==> src/sv/assert_macros.svh <==
// Assertion macros for the keyword spotter RTL.
// Checks are compiled out when SYNTHESIS is defined.
`ifndef ASSERT_MACROS_SVH
`define ASSERT_MACROS_SVH
`ifndef SYNTHESIS
`define KW_ASSERT(label, clk, rst, prop) \
   label: assert property (@(posedge clk) disable iff (rst) prop) \
      else $error("keyword spotter check failed");
`define KW_ASSERT_NEVER(label, clk, rst, cond) \
   label: assert property (@(posedge clk) disable iff (rst) !(cond)) \
      else $error("keyword spotter forbidden condition");
`else
`define KW_ASSERT(label, clk, rst, prop)
`define KW_ASSERT_NEVER(label, clk, rst, cond)
`endif
`endif

==> src/sv/kwspot_pkg.sv <==
// Shared types, constants and keyword table for the keyword spotter.
// No dependencies.
`default_nettype none

package kwspot_pkg;

   localparam int unsigned TOKEN_MAX_N = 8;
   localparam int unsigned KW_COUNT    = 32;
   localparam int unsigned TEXT_W      = 8 * TOKEN_MAX_N;

   localparam logic [3:0] TOKEN_MAX    = 4'd8;
   localparam logic [3:0] LEN_OVER     = 4'd9;
   localparam logic [7:0] NEWLINE_CODE = 8'h0A;

   // closed token, first character in the top byte, zero padded
   typedef struct packed {
      logic [TEXT_W-1:0] text;
      logic [3:0]        len;
   } tok_event_type;

   function automatic logic kw_is_break(input logic [7:0] c);
      logic brk;
      case (c) inside
         " ", "*", "-", "+", "/", ",", ";", "=",
         "<", ">", "(", ")", "[", "]", "{", "}": brk = 1'b1;
         NEWLINE_CODE:                           brk = 1'b1;
         default:                                brk = 1'b0;
      endcase
      return brk;
   endfunction

   function automatic logic [TEXT_W-1:0] kw_text(input logic [4:0] k);
      logic [TEXT_W-1:0] t;
      unique case (k)
         5'd0:  t = TEXT_W'("auto");
         5'd1:  t = TEXT_W'("break");
         5'd2:  t = TEXT_W'("case");
         5'd3:  t = TEXT_W'("char");
         5'd4:  t = TEXT_W'("const");
         5'd5:  t = TEXT_W'("continue");
         5'd6:  t = TEXT_W'("default");
         5'd7:  t = TEXT_W'("do");
         5'd8:  t = TEXT_W'("double");
         5'd9:  t = TEXT_W'("else");
         5'd10: t = TEXT_W'("enum");
         5'd11: t = TEXT_W'("extern");
         5'd12: t = TEXT_W'("float");
         5'd13: t = TEXT_W'("for");
         5'd14: t = TEXT_W'("goto");
         5'd15: t = TEXT_W'("if");
         5'd16: t = TEXT_W'("int");
         5'd17: t = TEXT_W'("long");
         5'd18: t = TEXT_W'("register");
         5'd19: t = TEXT_W'("return");
         5'd20: t = TEXT_W'("short");
         5'd21: t = TEXT_W'("signed");
         5'd22: t = TEXT_W'("sizeof");
         5'd23: t = TEXT_W'("static");
         5'd24: t = TEXT_W'("struct");
         5'd25: t = TEXT_W'("switch");
         5'd26: t = TEXT_W'("typedef");
         5'd27: t = TEXT_W'("union");
         5'd28: t = TEXT_W'("unsigned");
         5'd29: t = TEXT_W'("void");
         5'd30: t = TEXT_W'("volatile");
         default: t = TEXT_W'("while");
      endcase
      return t;
   endfunction

   function automatic logic [3:0] kw_len(input logic [4:0] k);
      logic [3:0] n;
      unique case (k)
         5'd7, 5'd15:                                     n = 4'd2;
         5'd13, 5'd16:                                    n = 4'd3;
         5'd0, 5'd2, 5'd3, 5'd9, 5'd10, 5'd14, 5'd17, 5'd29: n = 4'd4;
         5'd1, 5'd4, 5'd12, 5'd20, 5'd27, 5'd31:          n = 4'd5;
         5'd8, 5'd11, 5'd19, 5'd21, 5'd22, 5'd23, 5'd24, 5'd25: n = 4'd6;
         5'd6, 5'd26:                                     n = 4'd7;
         default:                                         n = 4'd8;
      endcase
      return n;
   endfunction

   // keyword text moved up so that its first character is the top byte
   function automatic logic [TEXT_W-1:0] kw_aligned(input logic [4:0] k);
      logic [TEXT_W-1:0] t;
      t = kw_text(k) << (8 * (TOKEN_MAX_N - 32'(kw_len(k))));
      return t;
   endfunction

endpackage

`default_nettype wire

==> src/sv/kwspot_tokenizer.sv <==
// Input register and token collector; emits one event per closed token of 1 to 8 bytes.
// Depends on kwspot_pkg and assert_macros.svh.
`default_nettype none
`include "assert_macros.svh"

module kwspot_tokenizer
   import kwspot_pkg::*;
(
   input  wire logic          clock,
   input  wire logic          reset,
   input  wire logic          in_valid,
   output logic               in_ready,
   input  wire logic [7:0]    in_char,
   input  wire logic          in_eol,
   output logic               ev_valid,
   input  wire logic          ev_ready,
   output tok_event_type      ev
);

   logic          s1_valid_ff, s1_valid_in;
   logic [7:0]    char_ff;
   logic          eol_ff;
   logic [3:0]    len_ff, len_in;
   logic [7:0]    chars_ff [TOKEN_MAX_N];
   logic [7:0]    chars_in [TOKEN_MAX_N];
   logic          ev_valid_ff, ev_valid_in;
   tok_event_type ev_ff, ev_in;

   logic          brk, closes, emit, ev_free, s1_go;
   logic [3:0]    len_next;

   always_comb begin
      brk      = kw_is_break(char_ff);
      closes   = brk || eol_ff;
      len_next = len_ff;
      chars_in = chars_ff;
      if (!brk) begin
         if (len_ff < LEN_OVER) begin
            len_next = len_ff + 4'd1;
         end
         if (len_ff < TOKEN_MAX) begin
            chars_in[len_ff[2:0]] = char_ff;
         end
      end
      emit    = closes && (len_next != 4'd0) && (len_next <= TOKEN_MAX);
      ev_free = !ev_valid_ff || ev_ready;
      s1_go   = s1_valid_ff && (!emit || ev_free);
      in_ready = !s1_valid_ff || s1_go;

      s1_valid_in = s1_valid_ff;
      if (in_valid && in_ready) begin
         s1_valid_in = 1'b1;
      end else if (s1_go) begin
         s1_valid_in = 1'b0;
      end

      len_in = len_ff;
      if (s1_go) begin
         len_in = closes ? 4'd0 : len_next;
      end

      ev_valid_in = ev_valid_ff;
      if (s1_go && emit) begin
         ev_valid_in = 1'b1;
      end else if (ev_ready) begin
         ev_valid_in = 1'b0;
      end

      ev_in.len = len_next;
      for (int i = 0; i < TOKEN_MAX_N; i++) begin
         ev_in.text[TEXT_W-1-8*i -: 8] = (4'(i) < len_next) ? chars_in[i] : 8'd0;
      end
   end

   always_ff @(posedge clock) begin
      if (reset) begin
         s1_valid_ff <= 1'b0;
         len_ff      <= 4'd0;
         ev_valid_ff <= 1'b0;
      end else begin
         s1_valid_ff <= s1_valid_in;
         len_ff      <= len_in;
         ev_valid_ff <= ev_valid_in;
      end
   end

   always_ff @(posedge clock) begin
      if (in_valid && in_ready) begin
         char_ff <= in_char;
         eol_ff  <= in_eol;
      end
      if (s1_go) begin
         chars_ff <= chars_in;
      end
      if (s1_go && emit) begin
         ev_ff <= ev_in;
      end
   end

   assign ev_valid = ev_valid_ff;
   assign ev       = ev_ff;

   `KW_ASSERT(a_close_clears_len, clock, reset, (s1_go && closes) |=> (len_ff == 4'd0))
   `KW_ASSERT(a_event_len_range, clock, reset, ev_valid_ff |-> ((ev_ff.len != 4'd0) && (ev_ff.len <= TOKEN_MAX)))
   `KW_ASSERT_NEVER(a_len_over, clock, reset, len_ff > LEN_OVER)

endmodule

`default_nettype wire

==> src/sv/kwspot_matcher.sv <==
// Parallel compare of a closed token with the 32 keywords, plus result register.
// Depends on kwspot_pkg and assert_macros.svh.
`default_nettype none
`include "assert_macros.svh"

module kwspot_matcher
   import kwspot_pkg::*;
(
   input  wire logic          clock,
   input  wire logic          reset,
   input  wire logic          ev_valid,
   output logic               ev_ready,
   input  wire tok_event_type ev,
   output logic               out_valid,
   input  wire logic          out_ready,
   output logic [4:0]         out_id
);

   logic [KW_COUNT-1:0] hit_vec;
   logic                hit_any;
   logic [4:0]          hit_id;
   logic                out_valid_ff, out_valid_in;
   logic [4:0]          id_ff;
   logic                out_free, ev_go;

   always_comb begin
      hit_id = 5'd0;
      for (int k = 0; k < KW_COUNT; k++) begin
         hit_vec[k] = (ev.len == kw_len(5'(k))) && (ev.text == kw_aligned(5'(k)));
      end
      for (int k = KW_COUNT - 1; k >= 0; k--) begin
         if (hit_vec[k]) begin
            hit_id = 5'(k);
         end
      end
      hit_any  = |hit_vec;
      out_free = !out_valid_ff || out_ready;
      ev_ready = !hit_any || out_free;
      ev_go    = ev_valid && ev_ready;

      out_valid_in = out_valid_ff;
      if (ev_go && hit_any) begin
         out_valid_in = 1'b1;
      end else if (out_ready) begin
         out_valid_in = 1'b0;
      end
   end

   always_ff @(posedge clock) begin
      if (reset) begin
         out_valid_ff <= 1'b0;
      end else begin
         out_valid_ff <= out_valid_in;
      end
   end

   always_ff @(posedge clock) begin
      if (ev_go && hit_any) begin
         id_ff <= hit_id;
      end
   end

   assign out_valid = out_valid_ff;
   assign out_id    = id_ff;

   `KW_ASSERT_NEVER(a_hit_unique, clock, reset, ev_valid && !$onehot0(hit_vec))
   `KW_ASSERT(a_out_from_event, clock, reset, $rose(out_valid_ff) |-> $past(ev_valid && hit_any))

endmodule

`default_nettype wire

==> src/sv/c_keyword_token_spotter_core.sv <==
// C reserved-word spotter: top level joining tokenizer and matcher.
// Depends on kwspot_pkg, kwspot_tokenizer and kwspot_matcher.
//
// Usage:
//   req_* carries the source text, one byte per transfer in req_tdata;
//   req_tlast marks the last byte of a line and closes any open token.
//   Delimiters, blanks of type space and newline bytes split tokens.
//   rsp_* carries one transfer per closed token that equals a C keyword,
//   rsp_tdata[4:0] = keyword index (auto = 0 ... while = 31).
//   Tokens that match nothing, empty tokens and tokens over 8 bytes give
//   no transfer.
// Timing:
//   One byte accepted per cycle, sustained while req_tready stays high. A result
//   appears on rsp_tvalid once the byte that closes the token has passed the
//   input register, the token event register and the result register.
// Reset: synchronous, active high; drops any open token and pending result.
// Stall: while rsp_tready is low the result register holds. Bytes keep
//   flowing until a keyword waits in the event register and another token
//   closes in the input register; then req_tready falls.
`default_nettype none

module c_keyword_token_spotter_core
   import kwspot_pkg::*;
(
   input  wire logic       clock,
   input  wire logic       reset,
   input  wire logic       req_tvalid,
   output logic            req_tready,
   input  wire logic [7:0] req_tdata,   // [7:0] char_code
   input  wire logic       req_tlast,   // line_end
   output logic            rsp_tvalid,
   input  wire logic       rsp_tready,
   output logic [7:0]      rsp_tdata    // [4:0] keyword_id, [7:5] zero
);

   logic          ev_valid;
   logic          ev_ready;
   tok_event_type ev;
   logic [4:0]    keyword_id;

   kwspot_tokenizer u_tokenizer (
      .clock    (clock),
      .reset    (reset),
      .in_valid (req_tvalid),
      .in_ready (req_tready),
      .in_char  (req_tdata),
      .in_eol   (req_tlast),
      .ev_valid (ev_valid),
      .ev_ready (ev_ready),
      .ev       (ev)
   );

   kwspot_matcher u_matcher (
      .clock     (clock),
      .reset     (reset),
      .ev_valid  (ev_valid),
      .ev_ready  (ev_ready),
      .ev        (ev),
      .out_valid (rsp_tvalid),
      .out_ready (rsp_tready),
      .out_id    (keyword_id)
   );

   assign rsp_tdata = {3'b000, keyword_id};

endmodule

`default_nettype wire

==> config.mk <==
export PLATFORM = sky130hd
export DESIGN_NAME = c_keyword_token_spotter_core
export DESIGN_NICKNAME = d
export VERILOG_FILES = /design/src/sv/kwspot_pkg.sv /design/src/sv/kwspot_tokenizer.sv /design/src/sv/kwspot_matcher.sv /design/src/sv/c_keyword_token_spotter_core.sv
export VERILOG_INCLUDE_DIRS = /design/src /design/src/sv
export SDC_FILE = /design/constraint.sdc
export NUM_CORES = 1
export LEC_CHECK = 0
export BUFFER_PORTS_ARGS = -buffer_cell sky130_fd_sc_hd__buf_2
export CELL_PAD_IN_SITES_DETAIL_PLACEMENT = 1
export CELL_PAD_IN_SITES_GLOBAL_PLACEMENT = 1
export CORE_UTILIZATION = 45
export CTS_CLUSTER_SIZE = 30
export DETAILED_ROUTE_END_ITERATION = 12
export PLACE_DENSITY_LB_ADDON = 0.15
export SYNTH_ARGS = -nofsm -noshare
export SYNTH_HDL_FRONTEND = slang
export SYNTH_SLANG_ARGS = --single-unit
export TNS_END_PERCENT = 1
==> constraint.sdc <==
create_clock -name clock -period 8.25 [get_ports clock]
set_input_delay 2.475 -clock clock [delete_from_list [all_inputs] [get_ports clock]]
set_output_delay 2.475 -clock clock [all_outputs]
set_load 0.01 [all_outputs]
After elaboration in Yosys (flattened, before gate mapping)
Cells that the tools add are included.
{"block": "word_totals", "word_cells": 207, "inputBits": 13, "out_inout_bits": 10, "regBits": 153}
{"block": "op_classes", "magnitude_cmp": 13, "n_mux": 47, "n_eq_ne": 56, "reduce_logical": 61, "bitwise": 1, "addsub": 1}
{"operator": "== test 64 x 63 -> 1 bit (second input constant)", "count": 32}
{"operator": "two-way mux 64 bit", "count": 2}
{"operator": "== test 8 x 6 -> 1 bit (second input constant)", "count": 12}
{"operator": "two-way mux 5 bit", "count": 16}
{"operator": "bitwise mux 64 bit", "count": 1}
{"operator": "two-way mux 4 bit", "count": 11}
{"operator": "logical AND 1 bit", "count": 40}
{"operator": "== test 8 x 7 -> 1 bit (second input constant)", "count": 4}
{"operator": "OR reduction 16 bit", "count": 2}
{"operator": "OR reduction 32 bit", "count": 1}
{"operator": "demux 8 bit (select 3 bit)", "count": 1}
{"operator": "== test 4 x 3 -> 1 bit (second input constant)", "count": 4}
{"operator": "< comparator 3 x 4 -> 1 bit (first input constant)", "count": 4}
{"operator": "two-way mux 3 bit", "count": 4}
{"operator": "two-way mux 1 bit", "count": 9}
{"operator": "== test 4 x 2 -> 1 bit (second input constant)", "count": 2}
{"operator": "== test 8 x 4 -> 1 bit (second input constant)", "count": 1}
{"operator": "< comparator 1 x 4 -> 1 bit (first input constant)", "count": 2}
{"operator": "< comparator 2 x 4 -> 1 bit (first input constant)", "count": 2}
{"operator": "< comparator 4 bit (second input constant)", "count": 2}
{"operator": "two-way mux 8 bit", "count": 1}
{"operator": "OR reduction 8 bit", "count": 1}
{"operator": "logical OR 1 bit", "count": 6}
{"operator": "nonzero test 2 bit", "count": 3}
{"operator": "11 further kinds", "count": 16}

Depth between registers and ports, before layout
Gate-level depths: netlist (run 1).
{"block": "depth", "ltp_word": 33, "ltp_mapped": 11, "depth_no_buf": 9}

Cells and area by module
A second synthesis (run 1) with hierarchy kept.
{"block": "hier_totals", "hier_cells": 822, "hier_area_um2": 9341.5}
{"module": "kwspot_tokenizer", "cells_each": 385, "area_each_um2": 6296.0, "seq_area_each_um2": 4354.2, "n_inst": 1}
{"module": "kwspot_matcher", "cells_each": 433, "area_each_um2": 3019.1, "seq_area_each_um2": 170.2, "n_inst": 1}
{"module": "c_keyword_token_spotter_core", "cells_each": 4, "area_each_um2": 26.3, "seq_area_each_um2": 0.0, "n_inst": 1}

Worst setup path after synthesis (run 1)
No wires, ideal clock.
{"block": "synth_timing", "path_kind": "input to register", "from": "input rsp_tready", "to": "register u_tokenizer.ev_ff, in the netlist u_tokenizer.ev[0] (enable)", "setup_ns": 0.516, "t_arrival_ns": 5.876, "stages": 2, "slack_ns": 1.857, "t_required_ns": 7.734, "cell_sequence": "nor2b_1 a21oi_1"}
{"block": "synth_via", "elab_chain_cells": 6}
{"element": "from (decl)", "line": "c_keyword_token_spotter_core.sv:32", "source": "input wire logic rsp_tready,"}
{"element": "logical OR 1 bit", "line": "kwspot_matcher.sv:37", "source": "out_free = !out_valid_ff || out_ready;"}
{"element": "logical OR 1 bit", "line": "kwspot_matcher.sv:38", "source": "ev_ready = !hit_any || out_free;"}
{"element": "logical OR 1 bit", "line": "kwspot_tokenizer.sv:46", "source": "ev_free = !ev_valid_ff || ev_ready;"}
{"element": "logical OR 1 bit", "line": "kwspot_tokenizer.sv:47", "source": "s1_go = s1_valid_ff && (!emit || ev_free);"}
{"element": "logical AND 1 bit", "line": "kwspot_tokenizer.sv:47"}
{"element": "logical AND 1 bit", "line": "kwspot_tokenizer.sv:95", "source": "if (s1_go && emit) begin"}
{"element": "to (signal assigned)", "line": "kwspot_tokenizer.sv:96", "source": "ev_ff <= ev_in;"}
{"element": "to (decl)", "line": "kwspot_tokenizer.sv:27", "source": "tok_event_type ev_ff, ev_in;"}
Every way passes these cells.
A chain may end at the register's enable or synchronous reset.

Final worst setup path (run 1)
{"block": "layout_timing", "from": "register u_tokenizer.ev_ff, in the netlist u_tokenizer.ev[4]", "to": "output req_tready"}
{"block": "layout_via", "elab_chain_cells": 9}
{"element": "== test 64 x 63 -> 1 bit", "line": "kwspot_matcher.sv:29", "source": "hit_vec[k] = (ev.len == kw_len(5'(k))) && (ev.text == kw_aligned(5'(k)));"}
{"element": "logical AND 1 bit", "line": "kwspot_matcher.sv:29"}
{"element": "OR reduction 32 bit (*)", "line": "kwspot_matcher.sv:36", "source": "hit_any = |hit_vec;"}
{"element": "logical NOT 1 bit (*)", "line": "kwspot_matcher.sv:38"}
{"element": "logical OR 1 bit (*)", "line": "kwspot_matcher.sv:38"}
{"element": "logical OR 1 bit (*)", "line": "kwspot_tokenizer.sv:46"}
{"element": "logical OR 1 bit (*)", "line": "kwspot_tokenizer.sv:47"}
{"element": "logical AND 1 bit (*)", "line": "kwspot_tokenizer.sv:47"}
{"element": "logical OR 1 bit (*)", "line": "kwspot_tokenizer.sv:48", "source": "in_ready = !s1_valid_ff || s1_go;"}
{"element": "to (decl)", "line": "c_keyword_token_spotter_core.sv:28", "source": "output logic req_tready,"}
Mark *: on every way between the ends. The rest lies on a longest branch, timed or not.

==> results of run 1 <==
power by group through the flow:
stage	logic [W]	registers (W)	clock network, W
3_3_place_gp	0.000112	0.000944	0
6_report	0.000125	0.000936	0.000792
5_1_grt	0.000130	0.000938	0.000812
4_1_cts	0.000122	0.000934	0.000791
2_1_floorplan	0.0000951	0.000921	0
3_5_place_dp	0.000119	0.000949	0
logic make-up (layout without fill, tap and decap cells):
family / after synthesis / count (layout) / share of synthesized area [%]
buf+inv: 64 / 71 / 3.11
fa+ha+maj: 2 / 2 / 0.274
compound gates: 119 / 119 / 10.5
flops: 153 / 153 / 49.5
other cells: 1 / 3 / 0.0410
mux: 66 / 66 / 8.12
xor+xnor: 2 / 2 / 0.192
simple gates: 416 / 416 / 28.3
synth_stat cells (all sizes together), types with 2 or more instances:
master and instances:
a21oi 7, and3b 3, a31oi 2, and4b 12
and4 2, o211ai 4, o31ai 2, or2 3
ha 2, inv 11, edfxtp 146, or4 6
o31a 16, o21a 10, mux2 65, a2bb2oi 2
o21ai 5, and3 3, nand4 56, nand2b 7
a32oi 11, nor4bb 9, a221oi 2, a21boi 34
clkbuf 30, nand2 67, o2111ai 3, nor2b 20
nor4 56, nor2 40, nor3b 3, nand4b 9
or4b 3, dfxtp 7, nor4b 9, or3 2
nand3b 5, a22oi 8, buf 23, nor3 31
nand3 37, and2 20, and4bb 11, xnor2 2
state kept, by name, summed over array words and instances, names as in the netlist:
signal	flops
u_tokenizer.eol_ff	1
u_tokenizer.char_ff	8
u_tokenizer.ev_valid	1
u_tokenizer.len_ff	4
u_matcher.out_id	5
u_tokenizer.chars_ff	64
u_tokenizer.s1_valid_ff	1
u_tokenizer.ev	68
u_matcher.out_valid	1
final cells by class:
| type | instances | area, sq um | share of cell area, % |
|---|---|---|---|
| repair buffers | 28 | 163 | 1.62 |
| clock inverters | 14 | 155 | 1.55 |
| inverters | 11 | 41.3 | 0.412 |
| well taps | 265 | 332 | 3.31 |
| flip-flops and latches | 153 | 4520 | 45.2 |
| clock buffers | 18 | 429 | 4.29 |
| multi-input cells | 608 | 4370 | 43.6 |
through the flow:
step / instances / hold WS (ns) / setup slack [ns] / total power [W] / util, %
global route: 1097 / 0.590 / 1.13 / 0.00188 / 50.9
global placement: 1065 / 0.521 / 2.03 / 0.00106 / 48.0
CTS: 1097 / 0.560 / 1.44 / 0.00185 / 50.9
floorplan: 825 / 0.491 / 1.86 / 0.00102 / -
finish: 1097 / 0.560 / 1.27 / 0.00185 / 50.9
detailed placement: 1065 / 0.543 / 2.01 / 0.00107 / 48.0
path summary, 6_finish.rpt:
kind | startpoint | endpoint | slack [ns] | depth (start not counted)
hold reg to reg | u_tokenizer.chars_ff[6] | u_tokenizer.chars_ff[6] | 0.56 | 1
hold / removal | u_tokenizer.chars_ff[6] | u_tokenizer.chars_ff[6] | 0.56 | 1
setup reg to reg | u_tokenizer.char_ff[4] | u_tokenizer.ev[27] | 3.09 | 10
setup / recovery | u_tokenizer.ev[4] | req_tready | 1.27 | 9
metal layers:
metal	global-route usage, %	wire length [um]
met5	0	0
met4	21.6	2100
met3	5.43	2060
met2	62.2	17900
met1	44.0	14600
==> qor.yml, run 1 <==
clock_latency_ns: 0.44
p_int_w: 0.00136
crit_chain: "nor4_1, nand4_1, nor2_2, nor4b_1, a21boi_0, nand4_1, o41a_2, nand4_1, buf_2"
power_density_mw_per_mm2: 185
synth_top_area_share_pct: 48.0
stdcell_area_sq_mm: 0.0100
htreeDepth: 4
cts_tree: "yes"
seq_area_frac_synth_pct: 49.5
synth_edf_count: 146
maxSlewViolCount: 0
coreArea_sq_mm: 0.0197
clockRootBuffer: "clkbuf_16"
cp_num_buf_inv: 1
rsz0062_at_grt: "no"
cts_hold_buf: 0
finalSetupTns_ns: 0
p_leak_nw: 3.00
synth_flop_cell: "edfxtp_1"
yosys_warnings: 0
fp.dieArea_sq_mm: 0.0209
cts_buffer_depth: 2
io_buffer_count: 19
switching_share_pct: 26.3
area_delta_synth_final_pct: 9.59
clk_pin_slew_worst_paths_ns: 0.06
worst-slew-pin-transition_ns: 1.16
cpMostUsedCell: "nand4_1"
fin_skew_ns: 0.0109
relSlewSlack_pct: 22.8
viasPerCell: 7.06
placed_area_sq_mm: 0.00943
vias: 7744
drive_above_1_share_pct: 19.4
period_share_pct: 84.6
required_ns: 5.78
criticalPathCategory: "flip-flop to output port"
dieHeight_um: 144
final_nets: 834
p_seq_share_pct: 50.5
n_antenna_cell: 0
fillers: 2117
fmaxAchievable_ghz: 0.143
period_needed_ns: 6.98
ios: 23
status: "finished, final reports clean"
initial_core_util_pct: 46.5
worst-path-max-fanout: 12
drt_wl_total_mm: 36.7
min_path_type: "flip-flop to flip-flop"
grt_pass1_vias: 7886
gp_congestion: 0.993
grt_pass1_wl_mm: 53.5
synthesis.area_sq_mm: 0.00914
clock_sinks: 153
mostFrequentLayoutCell: "edfxtp_1"
die_x_um: 144
cp_slowest_stage_delay_ns: 0.70
combPwrFrac_pct: 6.8
cts_buffers: 17
yosys.cell_types.count: 86
hold_viol: 0
route.detailed.drc: 0
worstSetupStartpointType: "flip-flop"
grt-ovfl-total: 0
synth_seq_cells: 153
final_cell_mix: "edfxtp_1, nand2_1, mux2_2, nand4_1, nor4_1"
drt-pass1-iter-count: 5
synth-async-reset-ratio_pct: 0
finalSetupViolations: 0
first_iter_violations: 843
grt_max_degree: 69
worst_setup_path_end_kind: "output port"
ir_drop_mv: 0.183
synth.avg_cell_area_sq_um: 11.1
max_cap_violations: 0
cts_resized: 0
postCtsSetupBuffers: 0
antenna_left: 0
syn-instance-count: 823
p_switching_w: 0.000488
critPathArrivalTime_ns: 4.50
dp_hpwl_mm: 26.8
critical-path-top-delay-family: "simple AND/OR/NAND/NOR gates"
wl_per_cell_um: 33.4
cpMaxStageDelayCell: "nor2_2"
track_usage_pct: 36.6
clockPowerShare_pct: 42.7
antenna_found_initial: 0
yosys-top-cells-area: "edfxtp_1, mux2_2, nand4_1"
row_count: 51
yosys.area.top_type: "edfxtp_1"
No activity file was read; power rests on OpenSTA's default activity.
==> inputs of run 2 (changes only) <==
==> constraint.sdc (replaced) <==
create_clock -name clock -period 6.3 [get_ports clock]
set_input_delay 1.89 -clock clock [delete_from_list [all_inputs] [get_ports clock]]
set_output_delay 1.89 -clock clock [all_outputs]
set_load 0.01 [all_outputs]
==> run 2 against run 1 <==
Setup slack got worse by 0.87 ns. Critical path depth fell by 1. Die area did not move. Sequential share of layout area fell by 0.47 points. Utilization rose by 0.54 points. Cell count rose by 0.82%. Count of clock-buffer cells in the layout fell by 1. Worst hold slack improved by 0.015 ns.
==> qor.yml, run 2 (synthesized netlist as in run 1, its figures left out) <==
status: "finished, final reports clean"
vias: 8059  # +4.1%
period_share_pct: 93.6
grt_max_degree: 69  # unchanged
die_x_um: 144  # unchanged
criticalPathCategory: "flip-flop to output port"
wl_met1_mm: 14.2  # -2.4%
io_buffer_count: 19  # unchanged
coreArea_sq_mm: 0.0197  # unchanged
n_antenna_cell: 0  # unchanged
gp_congestion: 1.03  # +3.3%
cts_buffers: 17  # unchanged
ios: 23  # unchanged
wl_per_cell_um: 34.5  # +3.4%
hold_viol: 0  # unchanged
grt_pass1_vias: 8120  # +3.0%
grt-ovfl-total: 0  # unchanged
clk_pin_slew_worst_paths_ns: 0.07  # about the same
dieHeight_um: 144  # unchanged
row_count: 51  # unchanged
finalSetupTns_ns: 0  # unchanged
top_layer_used: "met5"
relSlewSlack_pct: 14.2  # -8.6 points
first_iter_violations: 950  # +13%
ir_drop_mv: 0.197  # +7.9%
min_path_type: "flip-flop to flip-flop"
hold_depth: 1  # unchanged
worst_setup_path_end_kind: "output port"
antenna_left: 0  # unchanged
routed-wl-met2_mm: 18.3  # +2.1%
fp.dieArea_sq_mm: 0.0209  # unchanged
grt_pass1_wl_mm: 55.7  # +4.0%
drt-pass1-iter-count: 5  # unchanged
cts_buffer_depth: 2  # unchanged
period_needed_ns: 5.90
power_density_mw_per_mm2: 247  # +33%
p_leak_nw: 3.06  # +2.2%
hold_ws_ns: 0.575  # +0.0149 ns
maxSlewViolCount: 0  # unchanged
postCtsSetupBuffers: 0  # unchanged
rsz0062_at_grt: "no"
fin_skew_ns: 0.0233  # +0.0125 ns
track_usage_pct: 38.3  # +1.7 points
max_cap_violations: 0  # unchanged
viasPerCell: 7.29  # +3.2%
drt_wl_total_mm: 38.2  # +4.2%
clock_sinks: 153  # unchanged
worstSetupStartpointType: "flip-flop"
cts_hold_buf: 0  # unchanged
antenna_found_initial: 1  # +1
worstRegToRegCells: 9  # -1
cts_tree: "yes"
fmaxAchievable_ghz: 0.170
cts_resized: 0  # unchanged
mostFrequentLayoutCell: "edfxtp_1"
worst-slew-pin-transition_ns: 1.29  # +0.129 ns
finalSetupViolations: 0  # unchanged
initial_core_util_pct: 46.5  # unchanged
dp_hpwl_mm: 27.1  # +1.4%
final_nets: 843  # +1.1%
area_delta_synth_final_pct: 10.7
route.detailed.drc: 0  # unchanged
drive_above_1_share_pct: 20.2  # +0.86 points
required_ns: 4.41  # -1.37 ns
clockRootBuffer: "clkbuf_16"
final_cell_mix: "edfxtp_1, nand2_1, mux2_2, nand4_1, nor4_1"
critPathArrivalTime_ns: 4.01  # -0.49 ns
worst-path-max-fanout: 26  # +14
largest_reg_flops: 68  # unchanged
htreeDepth: 4  # unchanged
clock_latency_ns: 0.44  # about the same
wl_met3_mm: 3.25  # +58%
-- run 2: cell types whose count changed in the layout (fill, tap and decap cells not counted), moves of 2 or more --
cell / delta
inv_6: -4
clkinv_8: +2
buf_4: +9
clkinv_4: +2
-- run 2: cell type report --
| cell class | count | area (sq um) |
|---|---|---|
| clock buffers | 17 | 425 |
| clock inverters | 15 | 204 |
| fillers | 2086 | 9530 |
| inverters | 11 | 41.3 |
| multi-input cells | 608 | 4360 |
| flip-flops and latches | 153 | 4520 |
| well taps | 265 | 332 |
| repair buffers | 37 | 230 |
-- run 2: stage by stage --
| step | area [sq um] | power [W] | std cells | utilization [%] | worst slack (ns) |
|---|---|---|---|---|---|
| 2_1_floorplan | 9150 | 0.00133 | 825 | - | 0.292 |
| 3_3_place_gp | 9490 | 0.00138 | 1074 | 48.3 | 1.04 |
| 3_5_place_dp | 9490 | 0.00140 | 1074 | 48.3 | 1.04 |
| 4_1_cts | 10100 | 0.00249 | 1106 | 51.5 | 0.453 |
| 5_1_grt | 10100 | 0.00254 | 1106 | 51.5 | 0.330 |
| 6_report | 10100 | 0.00250 | 1106 | 51.5 | 0.404 |
-- run 2: worst max-delay path, cell delays in order, from the launching register on --
cell and delay (ns):
edfxtp_1 0.77, inv_1 0.14, a221oi_1 0.34, o211ai_2 0.24, a41oi_2 1.10, nand2_1 0.14, mux2i_1 0.49, nand4_1 0.18
buf_2 0.18
-- run 2: path summary, 6_finish.rpt --
kind / startpoint / end / slack, ns
setup / recovery: u_tokenizer.char_ff[0] / req_tready / 0.40
hold / removal: u_tokenizer.chars_ff[44] / u_tokenizer.chars_ff[44] / 0.57
setup reg to reg: u_tokenizer.char_ff[0] / u_tokenizer.ev[20] / 1.46
hold reg to reg: u_tokenizer.chars_ff[44] / u_tokenizer.chars_ff[44] / 0.57
-- run 2: routing by layer --
metal  track usage [%]  vias up
met5                 0        -
li1                  -     3307
met4              23.5        2
met1              46.1     4031
met2              62.9      577
met3              7.98      142
-- run 2: power by group --
part           leakage (nW)  internal, W  switching (W)
clock network         0.307     0.000610       0.000496
logic                  1.33    0.0000603       0.000105
registers              1.42      0.00116      0.0000595
==> inputs of run 3 (changes only) <==
--- a/config.mk
+++ b/config.mk
@@ -7,9 +7,9 @@
 export NUM_CORES = 1
 export LEC_CHECK = 0
 export BUFFER_PORTS_ARGS = -buffer_cell sky130_fd_sc_hd__buf_2
-export CELL_PAD_IN_SITES_DETAIL_PLACEMENT = 1
-export CELL_PAD_IN_SITES_GLOBAL_PLACEMENT = 1
-export CORE_UTILIZATION = 45
+export CELL_PAD_IN_SITES_DETAIL_PLACEMENT = 2
+export CELL_PAD_IN_SITES_GLOBAL_PLACEMENT = 2
+export CORE_UTILIZATION = 39
 export CTS_CLUSTER_SIZE = 30
 export DETAILED_ROUTE_END_ITERATION = 12
 export PLACE_DENSITY_LB_ADDON = 0.15
==> run 3 against run 2 <==
Sequential share of layout area rose by 0.18 points. Largest power group unchanged. Global-route usage decreased by 5.2 points. Sequential power is essentially flat. Critical path depth is the same. First-iteration DRC count shrank 38%. Via count decreased by 3.5%. Worst hold slack got worse by 0.012 ns. Critical path type unchanged. Clock skew decreased by 0.0033 ns. Register-to-register slack got worse by 0.05 ns. Setup slack worse by 0.13 ns. Fmax fell by 2.1%. Non-clock buffer count shrank 4.
==> qor.yml, run 3 (synthesized netlist as in run 1, its figures left out) <==
htreeDepth: 4  # unchanged
criticalPathCategory: "flip-flop to output port"
grt_pass1_wl_mm: 56.7  # +1.9%
cts_resized: 0  # unchanged
fp.dieArea_sq_mm: 0.0240  # +15%
cts_buffer_depth: 2  # unchanged
ir_drop_mv: 0.158  # -20%
worst_setup_path_end_kind: "output port"
fillers: 2353  # +13%
gp_congestion: 0.977  # -4.8%
wl_met3_mm: 1.69  # -48%
maxSlewViolCount: 0  # unchanged
worst-slew-pin-transition_ns: 1.27  # -0.0158 ns
drive_above_1_share_pct: 19.7  # -0.50 points
wl_per_cell_um: 33.6  # -2.7%
area_delta_synth_final_pct: 10.3
wl_met1_mm: 16.1  # +13%
min_path_type: "flip-flop to flip-flop"
final_cell_mix: "edfxtp_1, nand2_1, mux2_2, nand4_1, nor4_1"
coreArea_sq_mm: 0.0228  # +16%
die_x_um: 155  # +7.3%
fmaxAchievable_ghz: 0.166  # -2.1%
antenna_left: 0  # unchanged
cts_buffers: 17  # unchanged
track_usage_pct: 33.1  # -5.2 points
clockRootBuffer: "clkbuf_16"
first_iter_violations: 588  # -38%
cts_tree: "yes"
finalSetupViolations: 0  # unchanged
row_count: 55  # +7.8%
n_antenna_cell: 0  # unchanged
routed-wl-met2_mm: 18.7  # +1.9%
startpoint: "u_tokenizer.char_ff[4]"
route.detailed.drc: 0  # unchanged
io_buffer_count: 19  # unchanged
top_layer_used: "met4"
largest_reg_flops: 68  # unchanged
finalSetupTns_ns: 0  # unchanged
ios: 23  # unchanged
dp_hpwl_mm: 28.7  # +5.8%
grt-ovfl-total: 0  # unchanged
fin_skew_ns: 0.0200  # -0.00329 ns
clock_sinks: 153  # unchanged
clk_pin_slew_worst_paths_ns: 0.07  # about the same
postCtsSetupBuffers: 0  # unchanged
clock_latency_ns: 0.43  # about the same
vias: 7780  # -3.5%
worstSetupStartpointType: "flip-flop"
mostFrequentLayoutCell: "edfxtp_1"
required_ns: 4.41  # about the same
grt_max_degree: 69  # unchanged
relSlewSlack_pct: 15.3  # +1.1 points
critPathArrivalTime_ns: 4.13  # +0.12 ns
final_nets: 839  # -0.47%
grt_pass1_vias: 8268  # +1.8%
hold_ws_ns: 0.563  # -0.0121 ns
hold_viol: 0  # unchanged
dieHeight_um: 155  # +7.3%
antenna_found_initial: 0  # -1
cts_hold_buf: 0  # unchanged
p_leak_nw: 3.00  # -2.0%
status: "finished, final reports clean"
power_density_mw_per_mm2: 236  # -4.2%
period_needed_ns: 6.02  # +0.128 ns
initial_core_util_pct: 40.1  # -6.4 points
worst-path-max-fanout: 26  # unchanged
rsz0062_at_grt: "no"
period_share_pct: 95.6  # +2.0 points
hp-start: "u_tokenizer.len_ff[3]"
viasPerCell: 6.77  # -7.2%
worstReg2RegStart: "u_tokenizer.char_ff[4]"
drt_wl_total_mm: 38.7  # +1.2%
max_cap_violations: 0  # unchanged
drt-pass1-iter-count: 5  # unchanged
## run 3: changes by cell type in the layout (fill, tap and decap cells not counted), sizes merged
cell      previous run  this run
buf                 37        33
bufinv               2         0
clkbuf              17        18
clkinv               6         3
clkinvlp             0         3
inv                 18        19
## run 3: layout make-up
type / instances / area, sq um / share of cell area (%)
Sequential cell: 153 / 4520 / 44.9
Multi-Input combinational cell: 608 / 4360 / 43.3
Clock buffer: 18 / 429 / 4.26
Tap cell: 313 / 392 / 3.89
Timing Repair Buffer: 33 / 200 / 1.99
Clock inverter: 14 / 129 / 1.28
Inverter: 11 / 41.3 / 0.410
## run 3: layer usage
metal,up-vias,GRT usage (%)
met5,-,0
met4,0,20.0
met3,104,4.21
met2,317,55.0
met1,4069,41.2
li1,3290,-
## run 3: worst max-delay path, cell delays in order, from the launching register on
cell and delay, ns:
edfxtp_1 0.67, nand2b_1 0.27, a221oi_1 0.31, o211ai_2 0.24, a41oi_2 1.08, nand2_1 0.16
mux2i_1 0.56, nand4_1 0.22, buf_2 0.19
## run 3: final timing paths
check	endpoint	slack, ns	depth (start not counted)
worst max-delay path	req_tready	0.28	8
worst min-delay path	u_tokenizer.len_ff[3]	0.56	2
worst max register to register	u_tokenizer.ev[23]	1.41	9
worst min register to register	u_tokenizer.len_ff[3]	0.56	2
## run 3: per-stage QoR
stage / util (%) / power (W) / area (sq um) / std cells / setup WS, ns
2_1_floorplan: - / 0.00133 / 9150 / 825 / 0.292
3_3_place_gp: 41.8 / 0.00139 / 9520 / 1118 / 1.08
3_5_place_dp: 41.8 / 0.00141 / 9520 / 1118 / 0.648
4_1_cts: 44.2 / 0.00239 / 10100 / 1150 / 0.199
5_1_grt: 44.2 / 0.00244 / 10100 / 1150 / 0.0681
6_report: 44.2 / 0.00238 / 10100 / 1150 / 0.276
## run 3: power by group
group,total [W],switching [W],internal [W]
Combinational,0.000167,0.000106,0.0000603
Clock,0.000987,0.000465,0.000521
Sequential,0.00123,0.0000618,0.00116
Total,0.00238,0.000634,0.00175
